`src/rtl/gsv_pkg.sv`:
```
package gsv_pkg;

  localparam int SQUARE_COLUMNS = 20;
  localparam int SQUARE_TOTAL   = 300;

  // Intra store: one byte per entry, enough for eight rows of four bytes.
  localparam int STORE_DEPTH = 32;
  localparam int ADDR_W      = $clog2(STORE_DEPTH);

  // A square ID that passed the range check fits in ID_W bits.
  localparam int ID_W  = $clog2(SQUARE_TOTAL + 1);
  localparam int COL_W = $clog2(SQUARE_COLUMNS + 1);

  // Division by SQUARE_COLUMNS through a truncated reciprocal. The estimate
  // is low by at most one, which a single compare and subtract corrects.
  localparam int DIV_S  = ID_W + $clog2(SQUARE_COLUMNS) + 1;
  localparam int DIV_M  = (2 ** DIV_S) / SQUARE_COLUMNS;
  localparam int PROD_W = ID_W + DIV_S + 1;
  localparam int REM_W  = ID_W + COL_W + 1;

  localparam logic [31:0] PRED_INIT = 32'h8888_8888;

  typedef struct packed {
    logic [7:0] data_byte;
    logic       end_of_packet;
  } gsv_in_t;

  typedef struct packed {
    logic        is_row_write;
    logic [4:0]  square_column;
    logic [6:0]  pixel_row;
    logic [31:0] row_pixels;
    logic [15:0] squares_decoded;
    logic        last;
  } gsv_out_t;

  // Work handed from the byte parser to the row generator.
  typedef struct packed {
    logic        rows;
    logic        sum;
    logic [31:0] codes;
    logic [4:0]  col;
    logic [6:0]  base;
    logic [15:0] count;
  } gsv_job_t;

  function automatic logic [2:0] intra_bytes(input logic [3:0] code);
    logic [2:0] n;
    unique case (code)
      4'd0:                                   n = 3'd4;
      4'd1, 4'd4, 4'd7, 4'd10, 4'd13:         n = 3'd0;
      4'd2, 4'd5, 4'd8, 4'd11, 4'd14:         n = 3'd1;
      default:                                n = 3'd2;
    endcase
    return n;
  endfunction

  function automatic logic [31:0] inter_const(input logic [3:0] code);
    logic [31:0] v;
    unique case (code)
      4'd1:                 v = 32'hDDDD_DDDE;
      4'd2, 4'd4:           v = 32'hEEEE_EEEF;
      4'd6, 4'd8, 4'd10:    v = 32'h1111_1111;
      4'd9, 4'd11, 4'd13:   v = 32'h2222_2222;
      4'd12, 4'd14:         v = 32'h3333_3333;
      4'd15:                v = 32'h4444_4444;
      default:              v = 32'h0000_0000;
    endcase
    return v;
  endfunction

  function automatic logic [31:0] spread8(input logic [7:0] b);
    logic [31:0] r;
    r = '0;
    for (int k = 0; k < 8; k++) begin
      r[4*k] = b[k];
    end
    return r;
  endfunction

  function automatic logic [31:0] spread16(input logic [15:0] w);
    logic [31:0] r;
    r = '0;
    for (int k = 0; k < 8; k++) begin
      r[4*k +: 2] = w[2*k +: 2];
    end
    return r;
  endfunction

endpackage

```
`src/rtl/gsv_ram.sv`:
```
module gsv_ram #(
  parameter int WIDTH = 8,
  parameter int DEPTH = 32
) (
  input  logic                     clk,
  input  logic                     we,
  input  logic [$clog2(DEPTH)-1:0] waddr,
  input  logic [WIDTH-1:0]         wdata,
  input  logic [$clog2(DEPTH)-1:0] raddr,
  output logic [WIDTH-1:0]         rdata
);

  logic [WIDTH-1:0] mem [DEPTH];
  logic [WIDTH-1:0] rdata_r;

  always_ff @(posedge clk) begin
    if (we) begin
      mem[waddr] <= wdata;
    end
    rdata_r <= mem[raddr];
  end

  assign rdata = rdata_r;

endmodule

```
`src/rtl/gsv_parse.sv`:
```
module gsv_parse (
  input  logic                     clk,
  input  logic                     rst_n,
  input  logic                     accept,
  input  gsv_pkg::gsv_in_t         in_beat,
  output logic                     wr_en,
  output logic [gsv_pkg::ADDR_W-1:0] wr_addr,
  output logic [7:0]               wr_data,
  output gsv_pkg::gsv_job_t        job
);
  import gsv_pkg::*;

  localparam logic [1:0] PH_ID_HI = 2'd0;
  localparam logic [1:0] PH_ID_LO = 2'd1;
  localparam logic [1:0] PH_CODES = 2'd2;
  localparam logic [1:0] PH_INTRA = 2'd3;

  logic [1:0]      phase_r, phase_nxt;
  logic [1:0]      hdr_r, hdr_nxt;
  logic            stopped_r, stopped_nxt;
  logic [5:0]      need_r, need_nxt;
  logic [5:0]      recv_r, recv_nxt;
  logic [15:0]     count_r, count_nxt;
  logic [7:0]      id_hi_r, id_hi_nxt;
  logic [ID_W-1:0] id_r, id_nxt;
  logic [31:0]     codes_r, codes_nxt;

  logic [ID_W-1:0]   qa_r, q_r, q_nxt;
  logic [COL_W-1:0]  col_r, col_nxt;
  logic [PROD_W-1:0] prod;
  logic [REM_W-1:0]  qd, rem;

  logic [15:0] id16;
  logic [31:0] codes_shift;
  logic [5:0]  need_sum;
  logic [5:0]  recv_inc;
  logic [15:0] count_upd;
  logic        done;

  // Column and row band of the current ID, registered via qa_r.
  always_comb begin
    prod = PROD_W'(id_r) * PROD_W'(DIV_M);
    qd   = REM_W'(qa_r) * REM_W'(SQUARE_COLUMNS);
    rem  = REM_W'(id_r) - qd;
    if (rem >= REM_W'(SQUARE_COLUMNS)) begin
      q_nxt   = qa_r + ID_W'(1);
      col_nxt = COL_W'(rem - REM_W'(SQUARE_COLUMNS));
    end else begin
      q_nxt   = qa_r;
      col_nxt = COL_W'(rem);
    end
  end

  always_comb begin
    id16        = {id_hi_r, in_beat.data_byte};
    codes_shift = {codes_r[23:0], in_beat.data_byte};
    recv_inc    = recv_r + 6'd1;
    need_sum    = '0;
    for (int k = 0; k < 8; k++) begin
      need_sum = need_sum + 6'(intra_bytes(codes_shift[4*k +: 4]));
    end

    phase_nxt   = phase_r;
    hdr_nxt     = hdr_r;
    stopped_nxt = stopped_r;
    need_nxt    = need_r;
    recv_nxt    = recv_r;
    id_hi_nxt   = id_hi_r;
    id_nxt      = id_r;
    codes_nxt   = codes_r;
    done        = 1'b0;
    wr_en       = 1'b0;

    if (accept && !stopped_r) begin
      unique case (phase_r)
        PH_ID_HI: begin
          id_hi_nxt = in_beat.data_byte;
          phase_nxt = PH_ID_LO;
        end
        PH_ID_LO: begin
          if (id16 >= 16'(SQUARE_TOTAL)) begin
            stopped_nxt = 1'b1;
          end else begin
            id_nxt    = ID_W'(id16);
            hdr_nxt   = 2'd0;
            phase_nxt = PH_CODES;
          end
        end
        PH_CODES: begin
          codes_nxt = codes_shift;
          hdr_nxt   = hdr_r + 2'd1;
          if (hdr_r == 2'd3) begin
            need_nxt = need_sum;
            recv_nxt = '0;
            if (need_sum == 6'd0) begin
              done      = 1'b1;
              phase_nxt = PH_ID_HI;
            end else begin
              phase_nxt = PH_INTRA;
            end
          end
        end
        PH_INTRA: begin
          wr_en    = 1'b1;
          recv_nxt = recv_inc;
          if (recv_inc >= need_r) begin
            done      = 1'b1;
            phase_nxt = PH_ID_HI;
          end
        end
      endcase
    end

    count_upd = (done && count_r != 16'hFFFF) ? count_r + 16'd1 : count_r;
    count_nxt = count_upd;

    // Packet end returns the parser to the start of a square.
    if (accept && in_beat.end_of_packet) begin
      phase_nxt   = PH_ID_HI;
      hdr_nxt     = 2'd0;
      stopped_nxt = 1'b0;
      count_nxt   = '0;
    end

    job.rows  = done;
    job.sum   = accept && in_beat.end_of_packet;
    job.codes = codes_nxt;
    job.col   = 5'(col_r);
    job.base  = 7'({q_r, 3'b000});
    job.count = count_upd;
  end

  assign wr_addr = recv_r[ADDR_W-1:0];
  assign wr_data = in_beat.data_byte;

  always_ff @(posedge clk) begin
    if (!rst_n) begin
      phase_r   <= PH_ID_HI;
      hdr_r     <= '0;
      stopped_r <= 1'b0;
      need_r    <= '0;
      recv_r    <= '0;
      count_r   <= '0;
    end else begin
      phase_r   <= phase_nxt;
      hdr_r     <= hdr_nxt;
      stopped_r <= stopped_nxt;
      need_r    <= need_nxt;
      recv_r    <= recv_nxt;
      count_r   <= count_nxt;
    end
  end

  always_ff @(posedge clk) begin
    id_hi_r <= id_hi_nxt;
    id_r    <= id_nxt;
    codes_r <= codes_nxt;
    qa_r    <= ID_W'(prod >> DIV_S);
    q_r     <= q_nxt;
    col_r   <= col_nxt;
  end

endmodule

```
`src/rtl/gsv_rows.sv`:
```
module gsv_rows (
  input  logic                       clk,
  input  logic                       rst_n,
  input  gsv_pkg::gsv_job_t          job,
  output logic [gsv_pkg::ADDR_W-1:0] rd_addr,
  input  logic [7:0]                 rd_data,
  output logic                       busy,
  output logic                       out_valid,
  input  logic                       out_stall,
  output gsv_pkg::gsv_out_t          out_beat
);
  import gsv_pkg::*;

  localparam logic [1:0] R_IDLE  = 2'd0;
  localparam logic [1:0] R_FETCH = 2'd1;
  localparam logic [1:0] R_SUM   = 2'd2;

  logic [1:0]        state_r, state_nxt;
  logic [2:0]        row_r, row_nxt;
  logic [ADDR_W-1:0] idx_r, idx_nxt;
  logic [2:0]        kcnt_r, kcnt_nxt;
  logic              pend_r, pend_nxt;
  logic              eop_r, eop_nxt;
  logic              out_valid_r, out_valid_nxt;

  logic [31:0] codes_r, codes_nxt;
  logic [4:0]  col_r, col_nxt;
  logic [6:0]  base_r, base_nxt;
  logic [15:0] count_r, count_nxt;
  logic [31:0] acc_r, acc_nxt;
  logic [31:0] prev_r, prev_nxt;
  gsv_out_t    out_r, out_nxt;

  logic [3:0]  code;
  logic [2:0]  nb;
  logic        issue;
  logic        row_ready;
  logic        slot_free;
  logic [31:0] intra;
  logic [31:0] row_val;

  always_comb begin
    code      = codes_r[31:28];
    nb        = intra_bytes(code);
    issue     = (state_r == R_FETCH) && (kcnt_r < nb);
    row_ready = (state_r == R_FETCH) && (kcnt_r == nb) && !pend_r;
    slot_free = !out_valid_r || !out_stall;

    priority if (nb == 3'd1) begin
      intra = spread8(acc_r[7:0]);
    end else if (nb == 3'd2) begin
      intra = spread16(acc_r[15:0]);
    end else begin
      intra = '0;
    end
    row_val = (nb == 3'd4) ? acc_r : prev_r - inter_const(code) + intra;

    state_nxt     = state_r;
    row_nxt       = row_r;
    idx_nxt       = idx_r;
    kcnt_nxt      = kcnt_r;
    pend_nxt      = issue;
    eop_nxt       = eop_r;
    codes_nxt     = codes_r;
    col_nxt       = col_r;
    base_nxt      = base_r;
    count_nxt     = count_r;
    acc_nxt       = pend_r ? {acc_r[23:0], rd_data} : acc_r;
    prev_nxt      = prev_r;
    out_nxt       = out_r;
    out_valid_nxt = out_valid_r && out_stall;

    unique case (state_r)
      R_IDLE: begin
        if (job.rows || job.sum) begin
          codes_nxt = job.codes;
          col_nxt   = job.col;
          base_nxt  = job.base;
          count_nxt = job.count;
          eop_nxt   = job.sum;
          row_nxt   = '0;
          idx_nxt   = '0;
          kcnt_nxt  = '0;
          prev_nxt  = PRED_INIT;
          state_nxt = job.rows ? R_FETCH : R_SUM;
        end
      end
      R_FETCH: begin
        if (issue) begin
          idx_nxt  = idx_r + ADDR_W'(1);
          kcnt_nxt = kcnt_r + 3'd1;
        end
        if (row_ready && slot_free) begin
          out_nxt.is_row_write    = 1'b1;
          out_nxt.square_column   = col_r;
          out_nxt.pixel_row       = base_r | {4'd0, row_r};
          out_nxt.row_pixels      = row_val;
          out_nxt.squares_decoded = '0;
          out_nxt.last            = (row_r == 3'd7) && !eop_r;
          out_valid_nxt           = 1'b1;
          prev_nxt                = row_val;
          row_nxt                 = row_r + 3'd1;
          kcnt_nxt                = '0;
          codes_nxt               = {codes_r[27:0], 4'd0};
          if (row_r == 3'd7) begin
            state_nxt = eop_r ? R_SUM : R_IDLE;
          end
        end
      end
      R_SUM: begin
        if (slot_free) begin
          out_nxt.is_row_write    = 1'b0;
          out_nxt.square_column   = '0;
          out_nxt.pixel_row       = '0;
          out_nxt.row_pixels      = '0;
          out_nxt.squares_decoded = count_r;
          out_nxt.last            = 1'b1;
          out_valid_nxt           = 1'b1;
          state_nxt               = R_IDLE;
        end
      end
      default: begin
        state_nxt = R_IDLE;
      end
    endcase
  end

  assign rd_addr   = idx_r;
  assign busy      = (state_r != R_IDLE);
  assign out_valid = out_valid_r;
  assign out_beat  = out_r;

  always_ff @(posedge clk) begin
    if (!rst_n) begin
      state_r     <= R_IDLE;
      row_r       <= '0;
      idx_r       <= '0;
      kcnt_r      <= '0;
      pend_r      <= 1'b0;
      eop_r       <= 1'b0;
      out_valid_r <= 1'b0;
    end else begin
      state_r     <= state_nxt;
      row_r       <= row_nxt;
      idx_r       <= idx_nxt;
      kcnt_r      <= kcnt_nxt;
      pend_r      <= pend_nxt;
      eop_r       <= eop_nxt;
      out_valid_r <= out_valid_nxt;
    end
  end

  always_ff @(posedge clk) begin
    codes_r <= codes_nxt;
    col_r   <= col_nxt;
    base_r  <= base_nxt;
    count_r <= count_nxt;
    acc_r   <= acc_nxt;
    prev_r  <= prev_nxt;
    out_r   <= out_nxt;
  end

  a_job_when_idle: assert property (@(posedge clk) disable iff (!rst_n)
    (job.rows || job.sum) |-> (state_r == R_IDLE))
    else $error("new job arrived while the row generator was busy");

  a_pend_in_fetch: assert property (@(posedge clk) disable iff (!rst_n)
    pend_r |-> (state_r == R_FETCH))
    else $error("store read outstanding outside of row fetch");

  a_eighth_row_ends: assert property (@(posedge clk) disable iff (!rst_n)
    (row_ready && slot_free && row_r == 3'd7) |=>
      (state_r == R_IDLE || state_r == R_SUM))
    else $error("row generator kept fetching after the eighth row");

endmodule

```
`src/rtl/gray_square_video_decoder.sv`:
```
// Gray square video decoder.
// The input channel (in_valid, in_stall, in_beat) carries one packet byte per
// beat together with an end-of-packet flag. The result channel (out_valid,
// out_stall, out_beat) carries row writes and one summary beat per packet.
// While a square is being parsed, one byte is taken every cycle. The byte
// that completes a square starts eight row writes; in_stall stays high until
// they, and the summary if that byte also ended the packet, are handed to
// the output register. A row that uses intra bytes reads them one at a time
// through the single, registered read port of the intra store.
// A stalled receiver simply holds the output register; the row generator
// waits and the input stays stalled while the generator is busy.
// Synchronous reset (rst_n low) returns the parser to the first ID byte,
// clears the square count and empties the output register. The intra
// store is not cleared; every byte is written before it is read.
module gray_square_video_decoder (
  input  logic              clk,
  input  logic              rst_n,
  input  logic              in_valid,
  output logic              in_stall,
  input  gsv_pkg::gsv_in_t  in_beat,
  output logic              out_valid,
  input  logic              out_stall,
  output gsv_pkg::gsv_out_t out_beat
);
  import gsv_pkg::*;

  logic              accept;
  logic              busy;
  logic              wr_en;
  logic [ADDR_W-1:0] wr_addr;
  logic [7:0]        wr_data;
  logic [ADDR_W-1:0] rd_addr;
  logic [7:0]        rd_data;
  gsv_job_t          job;

  // The parser only writes the store and the row generator only reads it,
  // and never in overlapping windows, so no forwarding is required.
  assign in_stall = busy;
  assign accept   = in_valid && !busy;

  gsv_parse u_parse (
    .clk     (clk),
    .rst_n   (rst_n),
    .accept  (accept),
    .in_beat (in_beat),
    .wr_en   (wr_en),
    .wr_addr (wr_addr),
    .wr_data (wr_data),
    .job     (job)
  );

  gsv_ram #(
    .WIDTH (8),
    .DEPTH (STORE_DEPTH)
  ) u_intra_store (
    .clk   (clk),
    .we    (wr_en),
    .waddr (wr_addr),
    .wdata (wr_data),
    .raddr (rd_addr),
    .rdata (rd_data)
  );

  gsv_rows u_rows (
    .clk       (clk),
    .rst_n     (rst_n),
    .job       (job),
    .rd_addr   (rd_addr),
    .rd_data   (rd_data),
    .busy      (busy),
    .out_valid (out_valid),
    .out_stall (out_stall),
    .out_beat  (out_beat)
  );

endmodule

```
`config.mk`:
```
export PLATFORM = sky130hd
export DESIGN_NAME = gray_square_video_decoder
export DESIGN_NICKNAME = d
export VERILOG_FILES = /design/src/rtl/gsv_pkg.sv /design/src/rtl/gsv_ram.sv /design/src/rtl/gsv_parse.sv /design/src/rtl/gsv_rows.sv /design/src/rtl/gray_square_video_decoder.sv
export SDC_FILE = /design/constraint.sdc
export NUM_CORES = 1
export LEC_CHECK = 0
export ABC_AREA = 1
export BUFFER_PORTS_ARGS = -buffer_cell sky130_fd_sc_hd__buf_2
export CAP_MARGIN = 0
export CELL_PAD_IN_SITES_DETAIL_PLACEMENT = 0
export CELL_PAD_IN_SITES_GLOBAL_PLACEMENT = 2
export CORE_AREA = 2 2 285 287
export CTS_CLUSTER_DIAMETER = 120
export DETAILED_ROUTE_END_ITERATION = 16
export DIE_AREA = 0 0 287 289
export MAX_ROUTING_LAYER = met4
export PLACE_DENSITY = 0.7
export SYNTH_ARGS = -nofsm -noshare
export SYNTH_HDL_FRONTEND = slang
export SYNTH_SLANG_ARGS = --single-unit
```
`constraint.sdc`:
```
create_clock -name clk -period 6.31 [get_ports clk]
set_input_delay 0 -clock clk [delete_from_list [all_inputs] [get_ports clk]]
set_output_delay 0 -clock clk [all_outputs]
set_load 0.02 [all_outputs]
```
# [Yosys cells after proc, flatten, opt, wreduce, memory -nomap -nowiden]
# Memory sizes are Yosys's and may differ from the RTL's. A register that Yosys moved wholly into a read port is not among the register bits.
# Cells that the tools add are included.
[word_totals] in_bits=13 ff_bits=295 n_memories=11 ram_bits=256 mem_bits_ro=944
[mem_list] name="(name not given)" depth=16 width=32 read_ports=1 rd_ports_with_merged_regs=1 wr=0 line="gsv_pkg.sv:60" rtl="unique case (code)"
[mem_list] name="u_intra_store.mem" depth=32 width=8 read_ports=1 rd_ports_with_merged_regs=1 wr=1 line="gsv_ram.sv:13" rtl="logic [WIDTH-1:0] mem [DEPTH];"
[mem_list] name="(name not given)" depth=16 width=3 read_ports=1 rd_ports_with_merged_regs=0 wr=0 line="gsv_pkg.sv:49" rtl="unique case (code)"
[mem_list] name="(name not given)" depth=16 width=3 read_ports=1 rd_ports_with_merged_regs=0 wr=0 line="gsv_pkg.sv:49"
[mem_list] name="(name not given)" depth=16 width=3 read_ports=1 rd_ports_with_merged_regs=1 wr=0 line="gsv_pkg.sv:49"
[mem_list] name="(name not given)" depth=16 width=3 read_ports=1 rd_ports_with_merged_regs=1 wr=0 line="gsv_pkg.sv:49"
[mem_list] name="5 more memories"
[classes] eq_ne=21 mul=2 n_lt_le_gt_ge=4 n_reduce_logical=40 mux=56 n_addsub=18 bitwise_logic=3
[ops] operator="32-bit two-way mux" count=8
[ops] operator="32-bit case mux with 2 select lines" count=2
[ops] operator="62-bit two-way mux" count=2
[ops] operator="62-bit case mux with 2 select lines" count=1
[ops] operator="6-bit by 3-bit adder with 6-bit output" count=6
[ops] operator="32-bit adder" count=1
[ops] operator="32-bit subtractor" count=1
[ops] operator="30-bit two-way mux" count=1
[ops] operator="3-bit AND reduction" count=9
[ops] operator="2-bit two-way mux" count=11
[ops] operator="9-bit by 10-bit multiplier with 19-bit output (second input constant)" count=1
[ops] operator="16-bit by 1-bit adder with 16-bit output (second input constant)" count=1
[ops] operator="16-bit by 9-bit >= comparator with 1-bit output (second input constant)" count=1
[ops] operator="16-bit two-way mux" count=1
[ops] operator="16-bit != test (second input constant)" count=1
[ops] operator="15-bit by 5-bit >= comparator with 1-bit output (second input constant)" count=1
[ops] operator="5-bit two-way mux" count=3
[ops] operator="3-bit two-way mux" count=4
[ops] operator="4-bit two-way mux" count=3
[ops] operator="3-bit case mux with 2 select lines" count=2
[ops] operator="6-bit case mux with 2 select lines" count=1
[ops] operator="9-bit by 10-bit subtractor with 11-bit output" count=1
[ops] operator="1-bit logical AND" count=10
[ops] operator="1-bit two-way mux" count=10
[ops] operator="35 further kinds" count=62

# [Longest topological paths before layout]
# An unclocked memory read counts as a cell.
[logic_depth] word_depth=17 mapped_depth=34 depth_no_buf=33

# [Hierarchy]
# A second synthesis with hierarchy kept.
[hier_totals] hier_cells=3242 hier_area_um2=30538.0
[by_module_without_submodules] module="gsv_rows" cells_each=1285 area_each_um2=11462.2 n_inst=1
[by_module_without_submodules] module="gsv_ram" cells_each=922 area_each_um2=10786.6 n_inst=1
[by_module_without_submodules] module="gsv_parse" cells_each=1033 area_each_um2=8279.2 n_inst=1
[by_module_without_submodules] module="gray_square_video_decoder" cells_each=2 area_each_um2=10.0 n_inst=1

# [Worst setup path before layout]
# OpenSTA, ideal clock, no wires.
[synth_path] path_type="input to register" from="input port in_beat[5] (netlist name)" to="register u_rows.row_r[1]" path_buffers=1 setup_ps=84 arrival_ps=6463 required_time_ps=6226 path_slack_ps=-237 path_stages=25 path_cell_list="inv_1 > ha_1 > inv_1 > o21ai_0 > o22ai_1 > ha_1 > fa_1 > xor2_1 > fa_1 > inv_1 > fa_1 > fa_1 > inv_1 > fa_1 > inv_1 > fa_1 > nand3_1 > nor2_1 > nand4_4 > nand4_4 > nand2_4 > buf_6 > inv_1 > nand3_1 > o22ai_1"
[synth_via] elab_chain_cells=16
[synth_rtl] element="start, declared" line="gray_square_video_decoder.sv:20" rtl="input gsv_pkg::gsv_in_t in_beat,"
[synth_rtl] element="memory read 16 x 3 bit"
[synth_rtl] element="3-bit by 3-bit adder with 4-bit output" line="gsv_parse.sv:60" rtl="need_sum = need_sum + 6'(intra_bytes(codes_shift[4*k +: 4]));"
[synth_rtl] element="6-bit by 3-bit adder with 6-bit output (6 in a row)" line="gsv_parse.sv:60"
[synth_rtl] element="6-bit zero test" line="gsv_parse.sv:95" rtl="if (need_sum == 6'd0) begin"
[synth_rtl] element="1-bit two-way mux" line="gsv_parse.sv:95"
[synth_rtl] element="1-bit two-way mux" line="gsv_parse.sv:92" rtl="if (hdr_r == 2'd3) begin"
[synth_rtl] element="1-bit case mux with 2 select lines" line="gsv_parse.sv:75" rtl="unique case (phase_r)"
[synth_rtl] element="1-bit two-way mux" line="gsv_parse.sv:74" rtl="if (accept && !stopped_r) begin"
[synth_rtl] element="1-bit logical OR" line="gsv_rows.sv:75" rtl="if (job.rows || job.sum) begin"
[synth_rtl] element="2-bit by 1-bit != test with 1-bit output (no line)"
[synth_rtl] element="3-bit AND reduction (no line)"
[synth_rtl] element="end signal, assigned" line="gsv_rows.sv:144" rtl="row_r <= row_nxt;"
[synth_rtl] element="end, declared" line="gsv_rows.sv:19" rtl="logic [2:0] row_r, row_nxt;"
# Every way passes these cells.
# A chain may end at the register's enable or synchronous reset.

==> flow_summary.json <==
{
  "slew_violations": 0,
  "vias": 19800,
  "powerDensity_nw_per_um2": 436,
  "htree_levels": 3,
  "slowest_delay_ps": 570,
  "ant_nets": 0,
  "synth-main-ff-cell": "edfxtp_1",
  "synth_cells": 2781,
  "wl_met1_mm": 34.6,
  "mostFrequentLayoutCells": "456 x edfxtp_1, 400 x nand2_1, 344 x inv_1",
  "final.setup.worst_slack_ps": 368,
  "yosysWarnings": 0,
  "synth_seq_area_share_pct": 57.1,
  "criticalPathCategory": "in2reg",
  "crit_fanout": 7,
  "tightest_slew_ps": 1030,
  "clk_pin_slew_ps": 60,
  "ios": 77,
  "core_area_um2": 79900,
  "final_common_cell": "edfxtp_1",
  "endpoint_kind": "register",
  "drt_first_pass_iters": 6,
  "clock_skew_ps": 32.3,
  "grt_antenna_before_repair": 0,
  "arrival_ps": 6450,
  "avgSynthCellArea_um2": 10.3,
  "slowest_stage": "dlygate4sd3_1",
  "dr_wl_met3_mm": 3.30,
  "drt_iter0_drc": 1329,
  "p_leak_nw": 12.9,
  "root_buffer": "clkbuf_16",
  "fmax_mhz": 168,
  "dpl_worst_slack_ps": -105,
  "drc": 0,
  "fin_area_um2": 32600,
  "worstPathRequired_ps": 6820,
  "synth_nets": 3010,
  "grt_pass1_vias": 19900,
  "cts_buffer_depth": 3,
  "antenna_cells": 0,
  "start_util_pct": 35.7,
  "hold_path.class": "in2reg",
  "top_layer": "met4",
  "area_growth_pct": 14.2,
  "synth_seq_cells": 586,
  "grtUsageTotal_pct": 19.5,
  "drive_above_1_share_pct": 10.7,
  "finalCritPeriodShare_pct": 94.2,
  "crit_path_start_kind": "input pin",
  "clk_latency_ps": 620,
  "yosysUniqueCellTypes": 46,
  "min_period_ps": 5940,
  "grt_overflow_total": 0,
  "maxCapViolCount": 0,
  "routedWlPerCell_um": 19.5,
  "gp_congestion": 0.869,
  "cts.sinks": 586,
  "hpwl_mm": 54.6,
  "power_mw": 14.2,
  "async_flop_share_pct": 0,
  "die_h_um": 289,
  "fp.dieW_um": 287,
  "post-synth-top-area-fraction_pct": 48.0,
  "setup_viol": 0,
  "synth_edf_count": 456,
  "cts_tree": "yes",
  "numCtsBuffers": 67,
  "stdcell_count": 4001,
  "grt_max_degree": 68,
  "dpl.cell_count": 3861,
  "cp_common_cell": "fa_1",
  "wl_met2_mm": 38.5,
  "synth_largest_area_cell": "edfxtp_1",
  "post_drt_via_cell_ratio": 4.96,
  "peakVddDrop_uv": 266,
  "final_hold_viol_count": 0,
  "yosys-top-cells-area": "edfxtp_1 48%, dfxtp_1 9.1%, ha_1 7.4%, nand2_1 5.3%, inv_1 4.6%",
  "grt_pass1_wl_mm": 119,
  "portBuffers": 76,
  "grt_setup_unrepaired": "false",
  "drt-total-wl_mm": 78.2,
  "hold_slack_ps": 32.3,
  "synthesis.area_um2": 28500,
  "timing.slew.headroom_pct": 30.9,
  "dieArea_um2": 82900,
  "layout.nets": 3117,
  "post_dp_cell_area_um2": 30200,
  "outcome": "completed",
  "num_rows": 104,
  "rrSetupSlack_ps": 1530
}
==> critical path, delay by kind of cell <==
family	cells	cell delay (ps)
buffers and inverters	6	1060
xor gates and xnor gates	1	210
and+or+nand+nor	12	1290
adders and majority gates	9	3770
AOI/OAI and AO/OA	1	100
==> final timing paths <==
path         cells past startpoint        startpoint                       to
max                             29        in_beat[5]                 register
max reg2reg                     20          register                 register
min                              2        in_beat[2]  u_intra_store.mem[9][1]
min reg2reg                      0  u_parse.col_r[0]          u_rows.col_r[0]
==> kinds of logic (layout without fill, tap and decap cells) <==
group	after synthesis	in the layout	share of synthesized area, %
compound gates	519	519	10.3
xor+xnor	44	44	1.43
fa+ha+maj	216	216	10.7
buf+inv	453	613	6.11
flops	586	586	57.1
mux	1	1	0.0351
simple gates	962	962	14.3
==> per-layer routing <==
metal	vias to the layer above	GRT usage (%)
met4	0	5.42
met1	9593	24.8
met2	424	32.9
met5	-	-
met3	108	2.25
li1	9705	-
==> what timing repair did <==
item                       CTS  global route
hold endpoints to repair    62             0
setup endpoints to repair    0           120
hold buffers                11             0
gates resized for setup      0            21
setup buffers                0             7
==> where the power goes <==
group / internal, mW / switching [mW]
sequential: 4.73 / 0.185
combinational: 1.80 / 3.63
clock: 2.20 / 1.65
total: 8.73 / 5.46
==> synth_stat cells, drive strengths merged, types with 5 or more instances <==
cell    number
buf         11
nor3        17
nand3      121
xnor2       10
a31oi       13
nand2      409
o21ai      277
edfxtp     456
inv        359
o22ai       50
o21a         5
o221ai      29
nor4        11
nand4       24
or2         32
a21oi      112
o211ai       8
dfxtp      130
o21bai       9
ha         169
nor2       344
fa          47
clkbuf      80
xor2        34
==> per-stage QoR <==
stage	setup TNS, ps	util [%]
after floorplan	0	-
after global placement	-298	37.8
after detailed placement	-634	37.8
after CTS	0	40.6
after global routing	0	40.8
final	0	40.8
==> flip-flops by register name, indices dropped and copies added, names as in the netlist, 6 cells and up, named ones only <==
signal               flops
u_parse.id_hi_r          8
u_rows.codes_r          32
u_parse.codes_r         32
u_intra_store.rdata      8
u_rows.count_r          16
u_rows.out_beat         62
u_parse.need_r           6
u_parse.recv_r           6
u_parse.count_r         16
u_rows.prev_r           32
u_parse.id_r             9
u_intra_store.mem      256
u_rows.acc_r            32
==> final cells by class <==
type | instances | area [µm²]
sequential | 586 | 16300
inverter | 362 | 1360
timing repair buffer | 129 | 850
multi-input combinational | 1742 | 10600
tap | 1060 | 1330
clock inverter | 38 | 354
clock buffer | 84 | 1820
fill | 7844 | 47300
Power figures use the tool's default switching activity.
